<file path="src/design/psu_fifo.sv">
`default_nettype none

module psu_fifo #(
  parameter int WIDTH = 8,
  parameter int DEPTH = 4
) (
  input  wire logic                         clk,
  input  wire logic                         rst,
  input  wire logic                         push,
  input  wire logic [WIDTH-1:0]             wr_data,
  output logic                              full,
  input  wire logic                         pop,
  output logic                              empty,
  output logic      [WIDTH-1:0]             rd_data,
  output logic      [$clog2(DEPTH+1)-1:0]   count
);

  localparam int PW = (DEPTH > 1) ? $clog2(DEPTH) : 1;
  localparam int CW = $clog2(DEPTH + 1);

  logic [WIDTH-1:0] mem [DEPTH];
  logic [PW-1:0]    wr_ptr;
  logic [PW-1:0]    rd_ptr;
  logic             wr_en;
  logic             rd_en;

  assign full    = (count == CW'(DEPTH));
  assign empty   = (count == '0);
  assign wr_en   = push && !full;
  assign rd_en   = pop && !empty;
  assign rd_data = mem[rd_ptr];

  always_ff @(posedge clk) begin
    if (wr_en) begin
      mem[wr_ptr] <= wr_data;
    end
  end

  always_ff @(posedge clk) begin
    if (rst) begin
      wr_ptr <= '0;
      rd_ptr <= '0;
      count  <= '0;
    end else begin
      if (wr_en) begin
        wr_ptr <= (wr_ptr == PW'(DEPTH - 1)) ? '0 : wr_ptr + 1'b1;
      end
      if (rd_en) begin
        rd_ptr <= (rd_ptr == PW'(DEPTH - 1)) ? '0 : rd_ptr + 1'b1;
      end
      if (wr_en && !rd_en) begin
        count <= count + 1'b1;
      end else if (rd_en && !wr_en) begin
        count <= count - 1'b1;
      end
    end
  end

endmodule

`default_nettype wire

</file>
<file path="config.mk">
export PLATFORM = sky130hd
export DESIGN_NAME = psu_fifo
export DESIGN_NICKNAME = d
export VERILOG_FILES = /design/src/design/psu_fifo.sv
export SDC_FILE = /design/constraint.sdc
export NUM_CORES = 1
export LEC_CHECK = 0
export BUFFER_PORTS_ARGS = -buffer_cell sky130_fd_sc_hd__buf_4
export CAP_MARGIN = 20
export CELL_PAD_IN_SITES_DETAIL_PLACEMENT = 1
export CELL_PAD_IN_SITES_GLOBAL_PLACEMENT = 1
export CORE_AREA = 3 3 62 64
export CTS_CLUSTER_DIAMETER = 60
export DETAILED_ROUTE_END_ITERATION = 10
export DIE_AREA = 0 0 65 67
export HOLD_SLACK_MARGIN = 0.1
export PLACE_DENSITY_LB_ADDON = 0.3
export SETUP_SLACK_MARGIN = 0.5
export SLEW_MARGIN = 20
export SYNTH_ARGS = -nofsm -noshare
export SYNTH_HDL_FRONTEND = slang
export SYNTH_SLANG_ARGS = --single-unit
</file>
<file path="constraint.sdc">
create_clock -name clk -period 3.82 [get_ports clk]
set_clock_uncertainty 0.15 [all_clocks]
set_input_delay 0.573 -clock clk [delete_from_list [all_inputs] [get_ports clk]]
set_output_delay 0.573 -clock clk [all_outputs]
set_load 0.02 [all_outputs]
</file>
# Word-level counts from Yosys, hierarchy flattened
# Memory sizes are Yosys's and may differ from the RTL's. A register that Yosys moved wholly into a read port is not among the register bits.
# Index checks and enable logic that the tools add are counted.
# classes
n_addsub	4
n_mul	0
n_div	0
n_lt_le_gt_ge	0
n_eq_ne	3
shifts	0
mux	8
n_bitwise	0
n_reduce_logical	10
# op_table
op	count
two-way mux 2 bit	4
two-way mux 3 bit	2
adder 2 x 1 -> 2 bit, second input constant	2
== test 2 bit, second input constant	2
logical AND 1 bit	4
logical NOT 1 bit	4
adder 3 x 1 -> 3 bit, second input constant	1
== test 3 bit, second input constant	1
logical NOT 3 bit	1
subtractor 3 x 1 -> 3 bit, second input constant	1
two-way mux 1 bit	2
nonzero test 2 bit	1
# word_totals
ff_bits	7
latchBits	0
ram_bits	32
rom_bits	0
n_memories	1
# mem_list
name	depth	word_bits	read_ports	rd_ports_with_merged_regs	wr	line_no	source
mem	4	8	1	1	1	21	logic [WIDTH-1:0] mem [DEPTH];

# Logic depth before layout (Yosys ltp)
# depth
depth_word	7
depth_mapped	10

# Least setup slack after synthesis
# OpenSTA, ideal clock, no wires.
# synth_path
kind	reg-to-reg
from	register count[0]
to	register count[2]
arrival_time_ps	2154
required_ps	3600
path_slack_ps	1445
path_stages_with_launch	11
path_buffers	1
path_cell_list	dfxtp_1 > or3b_1 > buf_6 > clkinv_8 > nor2_4 > ha_1 > inv_1 > fa_1 > xor2_1 > or3_1 > a21oi_1
# synth_via
elab_chain_len	6
word_cells_on_any_way	15
cone_classes	2 x add/sub; 1 x eq/ne; 2 x mux; 10 x reduce/logical
# synth_rtl
element	line_no	source
start: declaration	15	output logic [$clog2(DEPTH+1)-1:0] count
start signal: assignment	52	count <= count + 1'b1;
start signal: assignment	54	count <= count - 1'b1;
== test 3 bit *	27	assign full = (count == CW'(DEPTH));
net full	11	output logic full,
logical NOT 1 bit *	29	assign wr_en = push && !full;
logical AND 1 bit *	29	
net wr_en	24	logic wr_en;
logical NOT 1 bit	53	end else if (rd_en && !wr_en) begin
logical AND 1 bit	53	
nonzero test 2 bit (no source line)	n/a	
# The timed path passes the listed nets; every way through them passes the cells marked *. The select of a mux whose other input is x is not followed.
# A chain may end at the register's enable or synchronous reset.

==> flow_metrics.py <==
metrics = {
    "global_routing": {
        "grt_max_degree": 13,
        "grtUsageTotal": 0.164,
        "grt_pass1_wl_um": 4970,
        "antenna_found_initial": 0,
        "grt_remaining_overflow": 0,
        "grt_pass1_vias": 977,
    },
    "cells_and_area": {
        "area_growth_pct": 17.3,
        "layout.nets": 138,
        "diodes": 0,
        "final_layout_size_suffix_gt1_frac": 0.367,
        "fin_util": 0.587,
    },
    "clock_tree": {
        "clock_latency_ns": 0.35,
        "cts_resized": 0,
        "hold_buffers": 0,
        "cts_max_path_buffers": 2,
        "cts.sinks": 41,
        "root_buffer": "clkbuf_4",
        "tritoncts": "built",
        "cts_max_level": 2,
        "cts_buffers": 5,
        "cts.clk_slew.worst_paths_ns": 0.12,
        "post-cts-setup-buffers": 0,
    },
    "timing": {
        "finalSetupViolCount": 0,
        "max_clock_freq_mhz": 399,
        "tns_ns": 0,
        "timing.final.crit_share": 0.656,
        "rsz0062_at_grt": "false",
        "slew_headroom": 0.635,
        "fin_ws_ns": 1.31,
        "drv_slew": 0,
        "worst-slew-pin-transition_ns": 0.547,
        "layout_min_cycle_time_ns": 2.51,
        "hold_viol": 0,
    },
    "logic_synthesis": {
        "syn-mean-instance-area_um2": 18.1,
        "yosysUniqueCellTypes": 27,
        "yosys_warnings": 0,
        "syn_inst": 92,
        "ys_ff_latch": 41,
        "synth_area_um2": 1670,
        "syn_nets": 111,
        "synth-seq-area-share": 0.684,
    },
    "floorplan": {
        "fp.dieW_um": 65,
        "rows": 21,
        "core_um2": 3340,
        "num_io_pins": 25,
        "dieArea_um2": 4360,
        "die_y_um": 67,
        "start_util": 0.500,
    },
    "routing": {
        "drc": 0,
        "routed_via_density": 5.30,
        "dr.pass1.iters": 4,
        "wl_um": 3030,
        "vias": 880,
        "drtAntennaViolNets": 0,
        "drt_iter0_markers": 34,
        "post_drt_wl_per_cell_um": 18.2,
    },
    "power_and_ir_drop": {
        "powerDensity_nw_per_um2": 640,
        "peakVddDrop_uv": 466,
        "leakagePower_nw": 0.732,
    },
    "worst_hold_path": {
        "hp-class": "in2reg",
    },
    "place": {
        "gp_congestion": 0.740,
        "dp_hpwl_um": 2260,
        "post-place-ws_ns": 1.32,
        "portBuffers": 24,
    },
    "worst_setup_path": {
        "reg2reg_setup_slack_ns": 1.32,
        "critPathKind": "reg2out",
        "cp-start-kind": "flip-flop",
        "critPathRequiredTime_ns": 3.10,
        "critPathArrivalTime_ns": 1.78,
        "crit_path_end_kind": "primary output",
        "crit_fanout": 8,
    },
    "status": {
        "status": "completed",
    },
    "job": {
        "drv_cap": 0,
    },
}
## worst max-delay path, stage by stage, from the launching register on
cell	delay (ns)
dfxtp_1	0.68
mux4_2	0.59
buf_4	0.17
## layout make-up
cell class,count,area (µm²)
fill,322,1380
tap,46,57.6
sequential,41,1140
timing repair buffer,24,180
inverter,5,45.0
clock inverter,2,33.8
clock buffer,6,41.3
multi-input combinational,42,459
## path summary, 6_finish.rpt
path / start / end / depth (start not counted)
setup / recovery: flip-flop / rd_data[3] / 2
hold / removal: wr_data[2] / mem[1][2]$_DFFE_PP_ / 1
setup reg to reg: count[0]$_SDFFE_PP0P_ / count[2]$_SDFFE_PP0P_ / 9
hold reg to reg: rd_ptr[0]$_SDFFE_PP0P_ / rd_ptr[0]$_SDFFE_PP0P_ / 2
## logic make-up after synthesis
kind of cell,share of synthesized area
AO/OA/AOI/OAI,0.0322
XOR/XNOR,0.0105
adder cells (fa/ha/maj),0.0570
buffers and inverters,0.0412
flip-flops,0.684
multiplexers,0.120
AND/OR/NAND/NOR,0.0555
## placed cells by master, fill, tap and decap left out
cell type and count:
clkinv_8 1, nand3_1 2, clkinv_1 1, nor2_1 3, or3_1 2, a21oi_1 2, o21ai_1 1, mux2i_1 2
a21oi_2 1, mux4_2 8, nand2_1 1, nor2_4 1, edfxtp_1 32, clkbuf_1 1, buf_4 24, o31ai_2 2
o21ai_0 1, dfxtp_1 9, ha_1 6, clkbuf_4 5, fa_1 1, xor2_1 2, bufinv_8 1, or3b_1 1
nor3_1 2, and3_1 4, bufinv_16 1, inv_1 3
## flip-flops by register name, indices dropped and copies added (netlist names), named ones only
| signal | flops |
|---|---|
| count | 3 |
| mem | 32 |
| rd_ptr | 2 |
| wr_ptr | 2 |
## metal layers
| layer | track usage | wire length (µm) | vias up | share of wire |
|---|---|---|---|---|
| met5 | 0 | 0 | - | 0 |
| met4 | 0.0871 | 31 | 0 | 0.010 |
| met3 | 0.0388 | 166 | 5 | 0.055 |
| met2 | 0.295 | 1650 | 29 | 0.55 |
| met1 | 0.177 | 1180 | 437 | 0.39 |
| li1 | - | - | 409 | - |
## Yosys cell counts
master	number	area share
nor2_1	3	0.0067
bufinv_8	1	0.010
inv_1	3	0.0067
a21oi_2	1	0.0052
fa_1	1	0.012
o21ai_1	1	0.0030
or3_1	2	0.0075
buf_2	1	0.0030
mux4_2	8	0.11
nand2_1	1	0.0022
mux2i_1	2	0.012
o31ai_2	2	0.015
nor2_4	1	0.0067
edfxtp_1	32	0.58
or3b_1	1	0.0052
nand3_1	2	0.0060
buf_6	1	0.0067
a21oi_1	2	0.0060
and3_1	4	0.015
clkinv_8	1	0.0097
ha_1	6	0.045
xor2_1	2	0.010
dfxtp_1	9	0.11
buf_1	1	0.0022
clkbuf_1	1	0.0022
o21ai_0	1	0.0030
nor3_1	2	0.0060
## stage by stage
step	power, mW	hold slack, ns	std cells	instance area, µm²
after floorplan	0.861	0.313	92	1670
after global routing	1.32	0.249	166	1960
after CTS	1.27	0.258	166	1960
final	1.25	0.268	166	1960
after global placement	0.987	0.328	158	1880
after detailed placement	1.00	0.342	158	1880
## where the power goes
| part | internal, mW | total [mW] | leakage [nW] | switching (mW) |
|---|---|---|---|---|
| clock | 0.136 | 0.270 | 0.0399 | 0.134 |
| sequential | 0.544 | 0.603 | 0.367 | 0.0588 |
| combinational | 0.186 | 0.380 | 0.325 | 0.194 |
| total | 0.867 | 1.25 | 0.732 | 0.386 |
(Power assumes the default switching activity.)
