==> src/design/psu_pkg.sv <==
`default_nettype none

package psu_pkg;

  // one input word: a filter type or a filtered data byte
  typedef struct packed {
    logic [7:0] raw_byte;
    logic       image_start;
  } in_word_t;

  // one result word: a reconstructed data byte
  typedef struct packed {
    logic [7:0] pixel_byte;
    logic       row_end;
  } out_word_t;

  // classified data byte, handed from front to back
  typedef struct packed {
    logic [7:0] data;
    logic [7:0] filter;
    logic [2:0] bpp_idx;
    logic       first_row;
    logic       row_start;
    logic       last;
  } item_meta_t;

  localparam int CFG_INDEX_W = 2;
  localparam int CFG_DATA_W  = 14;

  localparam logic [CFG_INDEX_W-1:0] REG_ROW_BYTES       = 2'd0;
  localparam logic [CFG_INDEX_W-1:0] REG_BYTES_PER_PIXEL = 2'd1;

  localparam logic [7:0] FILT_SUB   = 8'd1;
  localparam logic [7:0] FILT_UP    = 8'd2;
  localparam logic [7:0] FILT_AVG   = 8'd3;
  localparam logic [7:0] FILT_PAETH = 8'd4;

  localparam int HIST_DEPTH  = 8;
  localparam int QUEUE_DEPTH = 4;
  localparam int QUEUE_CNT_W = 3;

  // paeth predictor: pa = |b - c|, pb = |a - c|, pc = |a + b - 2c|
  function automatic logic [7:0] paeth(input logic [7:0] a, input logic [7:0] b,
                                       input logic [7:0] c);
    logic signed [10:0] da;
    logic signed [10:0] db;
    logic signed [10:0] dc;
    logic [10:0] pa;
    logic [10:0] pb;
    logic [10:0] pc;
    da = $signed({3'b000, b}) - $signed({3'b000, c});
    db = $signed({3'b000, a}) - $signed({3'b000, c});
    dc = $signed({3'b000, a}) + $signed({3'b000, b}) - $signed({2'b00, c, 1'b0});
    pa = (da < 0) ? 11'(-da) : 11'(da);
    pb = (db < 0) ? 11'(-db) : 11'(db);
    pc = (dc < 0) ? 11'(-dc) : 11'(dc);
    if (pa <= pb && pa <= pc) begin
      return a;
    end else if (pb <= pc) begin
      return b;
    end else begin
      return c;
    end
  endfunction

endpackage

`default_nettype wire

==> src/design/psu_front.sv <==
`default_nettype none

module psu_front import psu_pkg::*; #(
  parameter int MAX_ROW_BYTES   = 8192,
  parameter int MAX_PIXEL_BYTES = 8
) (
  input  wire logic                                          clk,
  input  wire logic                                          rst,
  input  wire logic                                          in_push,
  input  wire in_word_t                                      in_word,
  input  wire logic                                          cfg_valid,
  input  wire logic [CFG_INDEX_W-1:0]                        cfg_index,
  input  wire logic [CFG_DATA_W-1:0]                         cfg_data,
  input  wire logic                                          mq_full,
  output logic                                               mq_push,
  output logic [((MAX_ROW_BYTES > 1) ? $clog2(MAX_ROW_BYTES) : 1)-1:0] mq_col,
  output item_meta_t                                         mq_meta
);

  localparam int CW  = (MAX_ROW_BYTES > 1) ? $clog2(MAX_ROW_BYTES) : 1;
  localparam int CLW = $clog2(MAX_ROW_BYTES + 1);
  localparam int LW  = ((CLW > CFG_DATA_W) ? CLW : CFG_DATA_W) + 1;

  logic [CFG_DATA_W-1:0] row_bytes;
  logic [3:0]            bytes_per_pixel;
  logic [CW-1:0]         col;
  logic [7:0]            row_filter;
  logic                  awaiting;
  logic                  first_row;

  logic          accept;
  logic          filter_byte;
  logic          last;
  logic [LW-1:0] rb_ext;
  logic [LW-1:0] rlen;
  logic [3:0]    bpp_eff;

  assign accept      = in_push && !mq_full;
  assign filter_byte = in_word.image_start || awaiting;
  assign mq_push     = accept && !filter_byte;
  assign mq_col      = col;

  // clamp row length into 1..MAX_ROW_BYTES
  always_comb begin
    rb_ext = LW'(row_bytes);
    if (rb_ext == '0) begin
      rlen = LW'(1);
    end else if (rb_ext > LW'(MAX_ROW_BYTES)) begin
      rlen = LW'(MAX_ROW_BYTES);
    end else begin
      rlen = rb_ext;
    end
  end

  // clamp pixel size into 1..MAX_PIXEL_BYTES
  always_comb begin
    if (bytes_per_pixel == 4'd0) begin
      bpp_eff = 4'd1;
    end else if (bytes_per_pixel > 4'(MAX_PIXEL_BYTES)) begin
      bpp_eff = 4'(MAX_PIXEL_BYTES);
    end else begin
      bpp_eff = bytes_per_pixel;
    end
  end

  assign last = ((LW'(col) + LW'(1)) >= rlen);

  always_comb begin
    mq_meta.data      = in_word.raw_byte;
    mq_meta.filter    = row_filter;
    mq_meta.bpp_idx   = 3'(bpp_eff - 4'd1);
    mq_meta.first_row = first_row;
    mq_meta.row_start = (col == '0);
    mq_meta.last      = last;
  end

  always_ff @(posedge clk) begin
    if (rst) begin
      row_bytes       <= CFG_DATA_W'(1);
      bytes_per_pixel <= 4'd1;
    end else if (cfg_valid) begin
      case (cfg_index)
        REG_ROW_BYTES: begin
          row_bytes <= cfg_data;
        end
        REG_BYTES_PER_PIXEL: begin
          bytes_per_pixel <= cfg_data[3:0];
        end
        default: begin
        end
      endcase
    end
  end

  always_ff @(posedge clk) begin
    if (rst) begin
      col        <= '0;
      row_filter <= '0;
      awaiting   <= 1'b1;
      first_row  <= 1'b1;
    end else if (accept) begin
      if (filter_byte) begin
        row_filter <= in_word.raw_byte;
        awaiting   <= 1'b0;
        col        <= '0;
        if (in_word.image_start) begin
          first_row <= 1'b1;
        end
      end else if (last) begin
        awaiting  <= 1'b1;
        first_row <= 1'b0;
        col       <= '0;
      end else begin
        col <= col + 1'b1;
      end
    end
  end

endmodule

`default_nettype wire

==> config.mk <==
export PLATFORM = sky130hd
export DESIGN_NAME = psu_front
export DESIGN_NICKNAME = d
export VERILOG_FILES = /design/src/design/psu_pkg.sv /design/src/design/psu_front.sv
export SDC_FILE = /design/constraint.sdc
export NUM_CORES = 1
export LEC_CHECK = 0
export BUFFER_PORTS_ARGS = -buffer_cell sky130_fd_sc_hd__buf_2
export CORE_AREA = 2 2 92 94
export DETAILED_ROUTE_END_ITERATION = 6
export DIE_AREA = 0 0 94 96
export PLACE_DENSITY = 0.53
export REMOVE_ABC_BUFFERS = 1
export SLEW_MARGIN = 40
export SYNTH_ARGS = -nofsm -noshare
export SYNTH_HDL_FRONTEND = slang
export SYNTH_SLANG_ARGS = --single-unit
==> constraint.sdc <==
create_clock -name clk -period 4.96 [get_ports clk]
set_clock_uncertainty 0.05 [all_clocks]
set_input_delay 0.248 -clock clk [delete_from_list [all_inputs] [get_ports clk]]
set_output_delay 0.248 -clock clk [all_outputs]
set_load 0.005 [all_outputs]
==> Yosys cells after proc, flatten, opt, wreduce, memory -nomap -nowiden <==
Index checks and enable logic that the tools add are counted.
{ "totals": {"register_bits": 41, "latchBits": 0, "mem_bits_rw": 0, "mem_bits_ro": 0, "input_bits": 30, "output_inout_bits": 36, "wordCells": 40, "mem_count": 0} }
{ "op_classes": {"add_sub_neg": 3, "multipliers": 0, "div_mod_pow": 0, "magnitude_cmp": 3, "n_eq_ne": 2, "n_shift": 0, "n_mux": 11, "bitwise_logic": 0, "n_reduce_logical": 15} }
{ "op_table": {"columns": ["operator", "count"], "rows": [
  ["two-way mux 14 bit", 2],
  ["two-way mux 13 bit", 2],
  ["greater-or-equal comparator 14 x 15 -> 1 bit", 1],
  ["adder 13 x 1 -> 14 bit (second input constant)", 1],
  ["> comparator 14 bit (second input constant)", 1],
  ["zero test 14 bit", 1],
  ["adder 13 x 1 -> 13 bit (second input constant)", 1],
  ["zero test 13 bit", 1],
  ["AND reduction 2 bit", 4],
  ["two-way mux 3 bit", 2],
  ["two-way mux 1 bit", 5],
  ["> comparator 4 bit (second input constant)", 1],
  ["zero test 4 bit", 1],
  ["AND reduction 3 bit", 1],
  ["subtractor 3 x 1 -> 3 bit (second input constant)", 1],
  ["equality test 2 x 1 -> 1 bit (second input constant)", 1],
  ["logical AND 1 bit", 2],
  ["zero test 1 bit", 2],
  ["zero test 2 bit", 1],
  ["inequality test 2 bit (second input constant)", 1],
  ["nonzero test 2 bit", 1],
  ["logical OR 1 bit", 1]
]} }

==> Logic depth before layout (Yosys ltp) <==
{ "depth": {"word_depth": 6, "mapped_depth": 13, "depth_no_buf": 12} }

==> Worst setup path after synthesis <==
Ideal clock, no wire load.
{ "synth_timing": {"path_kind": "flip-flop to output port", "startpoint": "register col[0] (netlist: mq_col[0])", "endpoint": "output mq_meta[0] in the netlist's numbering", "t_arrival_ns": 2.343, "required_ns": 4.662, "setup_slack_ns": 2.319, "path_stages_with_launch": 12, "n_path_buf": 1, "path_cell_list": "dfxtp_1 > ha_1 > nand3_1 > and2_1 > or2_2 > ha_1 > nand2_1 > nor4_1 > o21ai_2 > and3_4 > inv_1 > buf_4"} }
{ "synth_between": {"elab_chain_len": 2} }
{ "synth_rtl": {"columns": ["element", "line_no", "source"], "rows": [
  ["start: declaration", "psu_front.sv:26", "logic [CW-1:0] col;"],
  ["start signal: assignment", "psu_front.sv:114", "col <= col + 1'b1;"],
  ["adder 13 x 1 -> 14 bit", "psu_front.sv:66", "assign last = ((LW'(col) + LW'(1)) >= rlen);"],
  ["greater-or-equal comparator 14 x 15 -> 1 bit", "psu_front.sv:66", null],
  ["end: declaration", "psu_front.sv:17", "output item_meta_t mq_meta"]
]} }
No other way between the ends.

==> impl_metrics.tcl <==
set metrics [dict create \
    antenna_found_initial 0 \
    firstDrtPassIters 4 \
    area_growth_pct 18.2 \
    dp_hpwl_mm 4.04 \
    synthTopCellsByArea "dfxtp_1 35%, ha_1 9.0%, nand2_1 8.1%" \
    grt_pass1_wl_mm 9.09 \
    grt_use_met2 0.191 \
    grt.overflow.total 0 \
    relSlewSlack 0.587 \
    vias 2050 \
    die_w_um 94 \
    path_common_cell "ha_1" \
    drt_first_iter_violations 63 \
    cts-resized-gates 0 \
    cts_max_level 2 \
    antennaDiodeCount 0 \
    yosysTopAreaCellShare 0.347 \
    yosys_warnings 0 \
    maxSlewViolCount 0 \
    cpMaxStageDelayCell "dfxtp_1" \
    fin_ws_ns 1.59 \
    crit_required_ns 4.66 \
    rrSetupSlack_ns 1.98 \
    instances_no_fill 440 \
    wl_mm 5.33 \
    start_util 0.294 \
    rsz0062_at_grt "no" \
    postCtsSetupBuffers 0 \
    cts_root_buf "clkbuf_8" \
    cpPeakStageDelay_ns 0.47 \
    p_total_uw 649 \
    cp_data_arrival_time_ns 3.07 \
    maxCapViolations 0 \
    core-area_sq_um 8050 \
    crit_chain "ha_1, nand3_1, and2_1, or2_2, ha_1, a21oi_1, o21ai_0, o21ai_2, and3_4, inv_1, buf_2" \
    die_area_sq_um 9020 \
    clkSlewWorstSetupHoldPaths_ns 0.08 \
    seq_area_frac_synth 0.347 \
    vias_per_cell 4.66 \
    layout_min_cycle_time_ns 3.37 \
    cp-start-kind "flop" \
    gr-usage-all-layers 0.126 \
    pin_count 66 \
    run_status "finished clean" \
    syn-instance-count 280 \
    setup_violations 0 \
    met3_usage 0.0243 \
    max_freq_mhz 297 \
    crit_fanout 14 \
    die_y_um 96 \
    grt_max_degree 32 \
    synth_largest_area_cell "dfxtp_1" \
    syn_avg_cell_area_sq_um 8.45 \
    busiest_layer "met2" \
    post-place-ws_ns 1.93 \
    place_inst 432 \
    clock_latency_ns 0.30 \
    drc 0 \
    cts_hold_buf 0 \
    ir_drop_mv 0.122 \
    clock-sinks 41 \
    clockBufferDepth 2 \
    tritoncts "built" \
    io_buffers 65 \
    synthDistinctLibCells 49 \
    fillers 876 \
    period_share 0.678 \
    synth_area_sq_um 2370 \
    cp-end-kind "primary output" \
    timing.hold.ws_ns 0.122 \
    num-nets-final 381 \
    drive_gt1_frac 0.269 \
    row_count 33 \
    tns_ns 0 \
    hp-class "input pin to flop" \
    postRouteAntennaNets 0 \
    gr-usage-met1 0.181 \
    cts_buffers 5 \
    gp_congestion 0.815 \
    leakage_nw 1.30 \
    worstMarginPinSlew_ns 0.617 \
    hold_viol_final 0 \
    power_density_nw_per_um2 232 \
    wl_per_cell_um 12.1 \
    crit_type "flop to primary output" \
    grt_pass1_vias 1908 \
    ys_ff_latch 41 \
]
[critical path, delay by kind of cell, from the launching register on]
kind / cells / cell delay (ns)
AO/OA/AOI/OAI: 3 / 0.68
buffers and inverters: 2 / 0.16
adder cells (fa/ha/maj): 2 / 0.57
flip-flops: 1 / 0.47
AND/OR/NAND/NOR: 4 / 0.90
[area by class of cell]
type                    count  area, sq um  area share
multi-input cells         211         1390       0.497
flip-flops and latches     41          821       0.293
repair buffers             66          333       0.119
well taps                 105          131      0.0470
clock buffers               6         72.6      0.0259
inverters                   9         33.8      0.0121
clock inverters             2         15.0     0.00537
[cells in the final DEF, fill, tap and decap left out, types with 7 or more instances in the layout]
cell type  instances
a21oi_1           20
and3_1             9
buf_2             65
dfxtp_1           41
ha_1              17
inv_1              9
mux2i_1           11
nand2_1           51
nand3_1            7
nor2_1            19
[flip-flops by register name, summed over array words and instances (netlist names)]
| register | flops |
|---|---|
| awaiting | 1 |
| bytes_per_pixel | 4 |
| first_row | 1 |
| mq_col | 13 |
| row_bytes | 14 |
| row_filter | 8 |
[cell families after synthesis]
family                   synth area share
adder cells (fa/ha/maj)            0.0899
AO/OA/AOI/OAI                       0.139
AND/OR/NAND/NOR                     0.279
multiplexers                       0.0465
buffers and inverters              0.0650
XOR/XNOR                           0.0333
flip-flops                          0.347
[cells in the mapped netlist, drive strengths merged]
cell type / instances
or3b: 1
and3: 12
ha: 17
a211oi: 1
a22o: 4
nor3b: 1
nand2b: 7
a31oi: 4
nor2b: 2
o22ai: 1
xnor2: 5
dfxtp: 41
o21ai: 4
o2111ai: 3
a21o: 1
xor2: 4
a211o: 3
a21oi: 20
a41oi: 4
or2: 3
nor2: 22
buf: 15
o21bai: 1
nor4b: 1
mux2i: 11
and2: 1
nand2: 51
nor4: 5
inv: 9
and2b: 2
nand3: 8
nand4: 1
nand3b: 1
o41ai: 1
nand4b: 4
nor3: 4
o21a: 1
clkbuf: 4
[metrics by stage]
| stage | cell area (sq um) | util |
|---|---|---|
| global placement | 2710 | 0.337 |
| global route | 2800 | 0.347 |
| finish | 2800 | 0.347 |
| CTS | 2800 | 0.347 |
| detailed placement | 2710 | 0.337 |
| floorplan | 2250 | - |
[worst paths after layout]
check / start / endpoint / depth (start not counted)
worst max-delay path: mq_col[0] / mq_meta[0] / 11
worst min-delay path: cfg_data[0] / row_bytes[0] / 2
worst max register to register: mq_col[0] / mq_col[7] / 11
worst min register to register: row_bytes[6] / row_bytes[6] / 2
[routing by layer]
| layer | part of all wire | up-vias |
|---|---|---|
| met1 | 0.52 | 899 |
| met2 | 0.42 | 55 |
| li1 | - | 1089 |
| met4 | 0.013 | 0 |
| met3 | 0.046 | 7 |
| met5 | 0 | - |
[where the power goes]
group	leakage (nW)	total, mW	internal, mW	switching [mW]
logic	0.932	0.0839	0.0377	0.0463
clock network	0.0374	0.221	0.0992	0.121
registers	0.333	0.345	0.338	0.00657
No activity file was read; power rests on OpenSTA's default activity.
